### src/lfsh_pkg.sv
// ============================================================================
// lfsh_pkg
// Shared types, codes and defaults of the length-filtered symbol histogram.
// ============================================================================
package lfsh_pkg;

    // default sizes of the bin store and the counters
    localparam int SYMBOL_COUNT_DEF  = 128;
    localparam int COUNTER_WIDTH_DEF = 48;

    // fixed field widths
    localparam int LEN_W     = 32;
    localparam int SYM_W     = 7;
    localparam int REQ_W     = 2;
    localparam int FIELD_W   = 48;
    localparam int CFG_IDX_W = 1;

    // request codes
    localparam logic [REQ_W-1:0] REQ_READ  = 2'd0;
    localparam logic [REQ_W-1:0] REQ_BASE  = 2'd1;
    localparam logic [REQ_W-1:0] REQ_QUERY = 2'd2;

    // configuration register indexes
    localparam logic [CFG_IDX_W-1:0] CFG_MIN_LEN = 1'd0;
    localparam logic [CFG_IDX_W-1:0] CFG_MAX_LEN = 1'd1;

    typedef logic [FIELD_W-1:0] t_field;

    typedef struct packed {
        logic [REQ_W-1:0] req_type;
        logic [LEN_W-1:0] read_length;
        logic [SYM_W-1:0] symbol;
    } t_req;

    typedef struct packed {
        t_field symbol_count;
        t_field read_total;
        t_field base_total;
    } t_rsp;

endpackage

### src/lfsh_totals.sv
// ============================================================================
// lfsh_totals
// Length window registers, read filter flag and the two saturating totals.
// ============================================================================
module lfsh_totals #(
    parameter int COUNTER_WIDTH = lfsh_pkg::COUNTER_WIDTH_DEF
) (
    input  logic                             i_clk,
    input  logic                             i_rst_n,
    input  logic                             i_cfg_we,
    input  logic [lfsh_pkg::CFG_IDX_W-1:0]   i_cfg_idx,
    input  logic [lfsh_pkg::LEN_W-1:0]       i_cfg_data,
    input  logic                             i_start,
    input  logic [lfsh_pkg::LEN_W-1:0]       i_len,
    output logic                             o_in_range,
    output logic [COUNTER_WIDTH-1:0]         o_reads,
    output logic [COUNTER_WIDTH-1:0]         o_bases
);
    import lfsh_pkg::*;

    localparam int SUM_W = ((COUNTER_WIDTH > LEN_W) ? COUNTER_WIDTH : LEN_W) + 1;
    localparam logic [SUM_W-1:0] SUM_MAX = SUM_W'({COUNTER_WIDTH{1'b1}});

    logic [LEN_W-1:0]         r_min, n_min;
    logic [LEN_W-1:0]         r_max, n_max;
    logic                     r_in_range, n_in_range;
    logic [COUNTER_WIDTH-1:0] r_reads, n_reads;
    logic [COUNTER_WIDTH-1:0] r_bases, n_bases;
    logic                     w_fits;
    logic [SUM_W-1:0]         w_sum;

    // length window writes
    always_comb begin
        n_min = r_min;
        n_max = r_max;
        if (i_cfg_we) begin
            unique case (i_cfg_idx)
                CFG_MIN_LEN: n_min = i_cfg_data;
                CFG_MAX_LEN: n_max = i_cfg_data;
                default:     n_min = r_min;
            endcase
        end
    end

    // filter and saturating totals
    assign w_fits = (i_len >= r_min) && (i_len <= r_max);
    assign w_sum  = SUM_W'(r_bases) + SUM_W'(i_len);

    always_comb begin
        n_in_range = r_in_range;
        n_reads    = r_reads;
        n_bases    = r_bases;
        if (i_start) begin
            n_in_range = w_fits;
            if (w_fits) begin
                n_reads = (&r_reads) ? r_reads : r_reads + 1'b1;
                n_bases = (w_sum >= SUM_MAX) ? {COUNTER_WIDTH{1'b1}}
                                             : w_sum[COUNTER_WIDTH-1:0];
            end
        end
    end

    always_ff @(posedge i_clk) begin
        if (!i_rst_n) begin
            r_min      <= '0;
            r_max      <= '1;
            r_in_range <= 1'b0;
            r_reads    <= '0;
            r_bases    <= '0;
        end else begin
            r_min      <= n_min;
            r_max      <= n_max;
            r_in_range <= n_in_range;
            r_reads    <= n_reads;
            r_bases    <= n_bases;
        end
    end

    assign o_in_range = r_in_range;
    assign o_reads    = r_reads;
    assign o_bases    = r_bases;

endmodule

### config.mk
export PLATFORM = sky130hd
export DESIGN_NAME = lfsh_totals
export DESIGN_NICKNAME = d
export VERILOG_FILES = /design/src/lfsh_pkg.sv /design/src/lfsh_totals.sv
export SDC_FILE = /design/constraint.sdc
export NUM_CORES = 1
export LEC_CHECK = 0
export BUFFER_PORTS_ARGS = -buffer_cell sky130_fd_sc_hd__clkbuf_2
export CAP_MARGIN = 20
export CORE_MARGIN = 2
export CORE_UTILIZATION = 57
export CTS_BUF_LIST = sky130_fd_sc_hd__clkbuf_16
export DETAILED_ROUTE_END_ITERATION = 6
export PLACE_DENSITY = 0.87
export SYNTH_ARGS = -nofsm -noshare
export SYNTH_HDL_FRONTEND = slang
export SYNTH_SLANG_ARGS = --single-unit
### constraint.sdc
create_clock -name i_clk -period 4.7 [get_ports i_clk]
set_clock_uncertainty 0.1 [all_clocks]
set_input_delay 0.47 -clock i_clk [delete_from_list [all_inputs] [get_ports i_clk]]
set_output_delay 0.47 -clock i_clk [all_outputs]
set_load 0.01 [all_outputs]
==> Flow_metrics.wiki, run 1 <==
{| class="wikitable"
! Metric !! Value
|-
| Number of max-slew violations in the final report || 0
|-
| Smallest hold slack || 168 ps
|-
| Maximum root-to-sink buffer count || 2
|-
| Placed wire-length estimate after detailed placement || 24.0 mm
|-
| Kind of end point of the critical path || flip-flop
|-
| Data arrival, critical path || 4180 ps
|-
| Root buffer selected by CTS || sky130_fd_sc_hd__clkbuf_16
|-
| Hold Path Class || input port to flip-flop
|-
| Area inside the core boundary || 0.0194 mm^2
|-
| Largest net degree at the start of global routing || 85
|-
| Main synth FF type || sky130_fd_sc_hd__dfxtp_1
|-
| Floorplan die width || 144 um
|-
| Die footprint || 0.0208 mm^2
|-
| Number of placement rows || 51
|-
| Final design instance area without fill || 0.0127 mm^2
|-
| Async set or reset register ratio after synthesis || 0%
|-
| Placed Area || 0.0121 mm^2
|-
| Share of post-route cells with drive strength above 1 || 16.9%
|-
| GRT Util Overall || 31.1%
|-
| Area growth from synthesis to layout || 13.2%
|-
| Count of synthesis-stage warnings from yosys || 0
|-
| Register bit count reported by yosys || 161
|-
| Final period utilization || 83.5%
|-
| Summed negative setup slack over all endpoints || 0 ps
|-
| Headroom to the max-slew limit || 42.4%
|-
| First drt pass iteration count || 6
|-
| Startpoint-to-endpoint class of the critical path || flip-flop to flip-flop
|-
| Commonest non-fill, non-tap cells in the layout || sky130_fd_sc_hd__nand2_1 (202), sky130_fd_sc_hd__clkbuf_2 (164), sky130_fd_sc_hd__dfxtp_1 (161)
|-
| Effective utilization at floorplan || 57.8%
|-
| Maximum level of the CTS H-tree || 4
|-
| Setup repair after global routing missed its margin || no
|-
| Count of vias placed by the detailed router || 11600
|-
| Total Wirelength || 32.9 mm
|-
| Post-detailed-route via-to-cell ratio || 6.36
|-
| Diode count || 0
|-
| Post-route DRC violation count || 0
|-
| Routability congestion estimate from global placement || 0.966
|-
| # Max-Cap Violations || 0
|-
| Post-cts hold buffer count || 0
|-
| I/O Buffers || 165
|-
| Seq/Total Area, Yosys || 28.7%
|-
| Count of pins on the block boundary || 166
|-
| Outcome || finished, final reports clean
|-
| Required time at the worst-slack endpoint || 4950 ps
|-
| Count of final hold-check violations || 0
|-
| First DRT Iteration DRCs || 1052
|-
| Via count of the first global-routing pass || 10400
|-
| Leak pwr || 5.35 nW
|-
| Die height || 144 um
|-
| Net count of the mapped netlist || 1597
|-
| Achievable clock frequency || 255 MHz
|-
| Number of enable-type register cells in the synthesized netlist || 0
|-
| Synth Instances || 1430
|-
| Remaining number of nets flagged by the antenna check after routing || 0
|-
| Latest clock arrival within the worst-skew pair || 430 ps
|-
| Syn_area_per_cell || 7.85 um^2
|-
| Clock buffer count from CTS || 17
|-
| Number of antenna violations at the first check in global routing || 0
|-
| Worst voltage drop across the vdd grid || 233 uV
|-
| Number of setup violations in the final report || 0
|-
| Post-CTS setup buffer count || 0
|-
| Global-route wire length before repair || 51.9 mm
|-
| Worst Setup Start Kind || flip-flop
|-
| # nets final || 1705
|-
| Library cells used by synthesis || 88
|-
| Number of sinks handled by clock tree synthesis || 161
|-
| Clock transition at the registers of the reported paths || 70 ps
|-
| Final critical path time including I/O delays and setup || 3930 ps
|-
| PwrDens || 307 mW/mm^2
|-
| Mapped cell area || 0.0112 mm^2
|-
| Commonest non-fill, non-tap cell in the layout || sky130_fd_sc_hd__nand2_1
|-
| Slew at the pin closest to its max-slew limit || 865 ps
|-
| Number of gates resized after CTS || 0
|-
| Aggregate global routing overflow || 0
|-
| Detailed-route wire length per cell || 18.1 um
|-
| Maximum fanout encountered on the critical timing path || 84
|-
| Clock tree from TritonCTS || done
|}
registers in the layout, summed over array words and instances, names as in the netlist:
name and count:
o_in_range 1, r_max 32, o_bases 48, r_min 32, o_reads 48
area by class of cell:
| cell class | count | area [um^2] |
|---|---|---|
| fillers | 1645 | 6690 |
| well taps | 265 | 332 |
| repair buffers | 181 | 981 |
| clock inverters | 15 | 156 |
| flip-flops and latches | 161 | 3220 |
| clock buffers | 17 | 425 |
| multi-input cells | 1091 | 7260 |
| inverters | 86 | 323 |
Yosys cell counts, types with 7 or more instances:
cell                       count  area (um^2)
sky130_fd_sc_hd__inv_1        85          319
sky130_fd_sc_hd__nand3_1      38          190
sky130_fd_sc_hd__a31oi_1      31          194
sky130_fd_sc_hd__nor3_1       33          165
sky130_fd_sc_hd__o21ai_0      62          310
sky130_fd_sc_hd__o31ai_1      28          210
sky130_fd_sc_hd__buf_6        10          113
sky130_fd_sc_hd__and3_1       19          119
sky130_fd_sc_hd__clkbuf_1     58          218
sky130_fd_sc_hd__or3_1         9         56.3
sky130_fd_sc_hd__xnor2_1      10         87.6
sky130_fd_sc_hd__o211ai_1     46          345
sky130_fd_sc_hd__ha_1         97         1210
sky130_fd_sc_hd__buf_2        15         75.1
sky130_fd_sc_hd__dfxtp_1     161         3220
sky130_fd_sc_hd__nand2_1     202          758
sky130_fd_sc_hd__xor2_1       12          105
sky130_fd_sc_hd__a21oi_2      14          123
sky130_fd_sc_hd__o21a_1        8         60.1
sky130_fd_sc_hd__and4_1       20          175
sky130_fd_sc_hd__o21ai_1       7         35.0
sky130_fd_sc_hd__nand4_1      44          275
sky130_fd_sc_hd__nand2b_1     26          163
sky130_fd_sc_hd__a21o_1       32          240
sky130_fd_sc_hd__a21oi_1     114          571
sky130_fd_sc_hd__nor4_1       13         81.3
sky130_fd_sc_hd__mux2i_1      24          240
sky130_fd_sc_hd__or4_1        21          158
sky130_fd_sc_hd__nor2_1       55          206
sky130_fd_sc_hd__and2_1       12         75.1
sky130_fd_sc_hd__a211oi_1     11         82.6
final timing paths:
kind	from	to	slack [ps]	cells after the start
worst max-delay path	r_min[17]$_SDFFE_PN0P_	o_reads[5]$_SDFFE_PN0P_	770	12
worst min-delay path	i_cfg_data[9]	r_min[9]$_SDFFE_PN0P_	170	3
worst max register to register	r_min[17]$_SDFFE_PN0P_	o_reads[5]$_SDFFE_PN0P_	770	12
worst min register to register	r_min[15]$_SDFFE_PN0P_	r_min[15]$_SDFFE_PN0P_	360	2
critical path, cell delays in order (launching register included):
cell and delay [ps]:
sky130_fd_sc_hd__dfxtp_1 350, sky130_fd_sc_hd__inv_1 60, sky130_fd_sc_hd__ha_1 290, sky130_fd_sc_hd__and3_1 150, sky130_fd_sc_hd__nand3_1 120, sky130_fd_sc_hd__a2111oi_0 650
sky130_fd_sc_hd__a21boi_0 250, sky130_fd_sc_hd__a41oi_1 110, sky130_fd_sc_hd__a31oi_1 480, sky130_fd_sc_hd__o2bb2ai_4 70, sky130_fd_sc_hd__buf_4 340, sky130_fd_sc_hd__or4_1 620
sky130_fd_sc_hd__a21oi_1 160
through the flow:
step	total power, W	std cells	utilization, %	setup WS (ps)
floorplan	0.00220	1430	-	1220
global placement	0.00247	1783	62.4	706
detailed placement	0.00249	1783	62.4	600
CTS	0.00388	1815	65.4	851
global route	0.00407	1816	65.5	488
finish	0.00390	1816	65.5	774
kinds of logic (layout without fill, tap and decap cells):
logic type / count (synthesis) / count (layout) / share of synthesized area [%]
AND/OR/NAND/NOR: 522 / 522 / 24.1
XOR/XNOR: 22 / 22 / 1.72
adder cells (fa/ha/maj): 98 / 98 / 11.0
buffers and inverters: 178 / 299 / 6.92
flip-flops: 161 / 161 / 28.7
multiplexers: 24 / 24 / 2.14
AO/OA/AOI/OAI: 425 / 425 / 25.4
report_power, final:
part	internal, W	total (W)	switching [W]
clock	0.000788	0.00140	0.000610
combinational	0.000366	0.00102	0.000653
sequential	0.00143	0.00149	0.0000509
total	0.00259	0.00390	0.00131
metal layers:
metal	up-vias	GRT usage, %	wire [um]
li1	5487	-	-
met1	5354	43.4	13900
met2	637	47.9	14700
met3	77	5.60	3400
met4	0	12.0	902
met5	-	0	0
(Power assumes the default switching activity.)
==> inputs of run 2 (changes only) <==
clock period = 3.7 ns   (was 4.7 ns; I/O delays follow)
==> Flow_metrics.wiki, run 2 (same netlist as run 1, synthesis figures left out) <==
{| class="wikitable"
! Metric !! Value
|-
| Outcome || finished, final reports clean
|-
| Number of max-slew violations in the final report || 0 (unchanged)
|-
| Startpoint-to-endpoint class of the critical path || flip-flop to flip-flop
|-
| Share of post-route cells with drive strength above 1 || 21.0% (+4.2 points)
|-
| Routed length on met1 || 14.8 mm (+6.6%)
|-
| Aggregate global routing overflow || 0 (unchanged)
|-
| GRT Util Overall || 32.8% (+1.7 points)
|-
| Data arrival, critical path || 3880 ps (-300 ps)
|-
| Leak pwr || 5.69 nW (+6.3%)
|-
| Area growth from synthesis to layout || 19.5%
|-
| Die footprint || 0.0208 mm^2 (unchanged)
|-
| Count of final hold-check violations || 0 (unchanged)
|-
| Final critical path time including I/O delays and setup || 3680 ps (-248 ps)
|-
| Die height || 144 um (unchanged)
|-
| Remaining number of nets flagged by the antenna check after routing || 0 (unchanged)
|-
| Post-detailed-route via-to-cell ratio || 6.45 (+1.4%)
|-
| Latest clock arrival within the worst-skew pair || 440 ps (about the same)
|-
| I/O Buffers || 165 (unchanged)
|-
| Detailed-route wire length per cell || 19.3 um (+6.7%)
|-
| Maximum level of the CTS H-tree || 4 (unchanged)
|-
| Effective utilization at floorplan || 57.8% (unchanged)
|-
| Sequential cell fraction of total power || 36.6% (-1.5 points)
|-
| Smallest hold slack || 68.3 ps (-99.6 ps)
|-
| Required time at the worst-slack endpoint || 3900 ps (-1050 ps)
|-
| Headroom to the max-slew limit || 40.5% (-1.9 points)
|-
| Cell count after placement || 1833 (+2.8%)
|-
| Slew at the pin closest to its max-slew limit || 891 ps (+25.9 ps)
|-
| Clock tree from TritonCTS || done
|-
| Setup repair after global routing missed its margin || yes
|-
| Met2 wire len || 16.9 mm (+15%)
|-
| Floorplan die width || 144 um (unchanged)
|-
| Number of antenna violations at the first check in global routing || 0 (unchanged)
|-
| Global-route wire length before repair || 55.0 mm (+5.9%)
|-
| Area inside the core boundary || 0.0194 mm^2 (unchanged)
|-
| Internal Power || 0.00335 W (+29%)
|-
| First drt pass iteration count || 5 (-1)
|-
| # nets final || 1760 (+3.2%)
|-
| Slowest Stage Delay on Critical Path || 400 ps (-250 ps)
|-
| Count of vias placed by the detailed router || 12100 (+4.4%)
|-
| Routability congestion estimate from global placement || 0.952 (-1.5%)
|-
| Maximum fanout encountered on the critical timing path || 13 (-85%)
|-
| Clock transition at the registers of the reported paths || 70 ps (about the same)
|-
| Total Wirelength || 36.2 mm (+10%)
|-
| PwrDens || 385 mW/mm^2 (+25%)
|-
| Largest delay contributor family on the critical path || compound AO/OA/AOI/OAI gates
|-
| Maximum root-to-sink buffer count || 2 (unchanged)
|-
| Largest net degree at the start of global routing || 65 (-24%)
|-
| Cell at the slowest stage of the critical path || sky130_fd_sc_hd__a31oi_4
|-
| Switching power of the nets || 0.00181 W (+38%)
|-
| Top layer used by detailed routing || met4
|-
| Count of buffer and inverter cells on the critical path || 1 (-1)
|-
| Comb power frac || 29.2% (+3.1 points)
|-
| Commonest non-fill, non-tap cells in the layout || sky130_fd_sc_hd__nand2_1 (202), sky130_fd_sc_hd__clkbuf_2 (164), sky130_fd_sc_hd__dfxtp_1 (159)
|-
| Worst Setup Start Kind || flip-flop
|-
| Clock network power share || 34.2% (-1.6 points)
|-
| Hold Path Class || input port to flip-flop
|-
| Routed met3 length || 3.20 mm (-5.9%)
|-
| CP Cell Sequence || ha_1 > a21o_1 > a311o_1 > o211ai_1 > a21oi_1 > a211oi_4 > nor4_1 > o311ai_1 > a21oi_1 > a31oi_4 > clkbuf_16 > a31oi_1
|-
| Worst voltage drop across the vdd grid || 348 uV (+49%)
|-
| Post-route DRC violation count || 0 (unchanged)
|-
| Diode count || 0 (unchanged)
|-
| Kind of end point of the critical path || flip-flop
|-
| Switching Share || 35.1% (+1.4 points)
|-
| Via count of the first global-routing pass || 10800 (+4.1%)
|-
| First DRT Iteration DRCs || 1077 (+2.4%)
|-
| Number of setup violations in the final report || 0 (unchanged)
|-
| # Max-Cap Violations || 0 (unchanged)
|-
| Post-route non-filler standard cell count || 1871 (+3.0%)
|-
| Final period utilization || 99.4% (+16 points)
|-
| Most frequent cell on the critical path || sky130_fd_sc_hd__a21oi_1
|-
| Root buffer selected by CTS || sky130_fd_sc_hd__clkbuf_16
|-
| Number of placement rows || 51 (unchanged)
|-
| Count of pins on the block boundary || 166 (unchanged)
|-
| Placed wire-length estimate after detailed placement || 25.5 mm (+6.1%)
|-
| Clock buffer count from CTS || 17 (unchanged)
|-
| Number of sinks handled by clock tree synthesis || 161 (unchanged)
|-
| Achievable clock frequency || 272 MHz (+6.7%)
|-
| Commonest non-fill, non-tap cell in the layout || sky130_fd_sc_hd__nand2_1
|}
[run 2: final timing paths]
| path | startpoint | slack [ps] | to | cells past startpoint |
|---|---|---|---|---|
| setup / recovery | o_bases[7]$_SDFFE_PN0P_ | 20 | o_bases[16]$_SDFFE_PN0P_ | 12 |
| hold / removal | i_cfg_data[8] | 70 | r_min[8]$_SDFFE_PN0P_ | 3 |
| setup reg to reg | o_bases[7]$_SDFFE_PN0P_ | 20 | o_bases[16]$_SDFFE_PN0P_ | 12 |
| hold reg to reg | r_min[19]$_SDFFE_PN0P_ | 360 | r_min[19]$_SDFFE_PN0P_ | 2 |
[run 2: area by class of cell]
class | count | area (um^2)
Multi-Input combinational cell | 1091 | 7480
Fill cell | 1528 | 5990
Sequential cell | 161 | 3230
Timing Repair Buffer | 236 | 1470
Clock buffer | 17 | 425
Tap cell | 265 | 332
Inverter | 86 | 323
Clock inverter | 15 | 150
[run 2: per-stage QoR]
stage | TNS, ps | instance area, um^2 | utilization (%) | setup slack (ps) | power (W)
global route | -1380 | 13400 | 69.1 | -98.4 | 0.00535
global placement | 0 | 12500 | 64.5 | 33.3 | 0.00323
finish | 0 | 13400 | 69.1 | 21.8 | 0.00516
detailed placement | -74.7 | 12500 | 64.5 | -35.7 | 0.00327
floorplan | 0 | 11200 | - | 316 | 0.00280
CTS | 0 | 13100 | 67.4 | 150 | 0.00502
[run 2: worst min-delay path: cells and delay by family]
kind,cells,cell delay [ps]
buf+inv,1,90
compound gates,1,50
simple gates,1,50
[run 2: power by group through the flow]
stage	combinational (W)	clock (W)	sequential (W)
6_report	0.00151	0.00177	0.00189
5_1_grt	0.00161	0.00184	0.00189
4_1_cts	0.00137	0.00177	0.00188
3_5_place_dp	0.00135	0	0.00192
3_3_place_gp	0.00132	0	0.00192
2_1_floorplan	0.000872	0	0.00193
[run 2: routing by layer]
metal	vias up	track usage [%]
li1	5600	-
met4	0	10.1
met5	-	0
met1	5682	44.6
met3	116	5.10
met2	670	53.8
[run 2: timing repair]
item                                    CTS  global route
gates resized for setup                   0            29
setup buffers                             0             3
endpoints found under the setup margin    0            55
hold buffers                              0             0
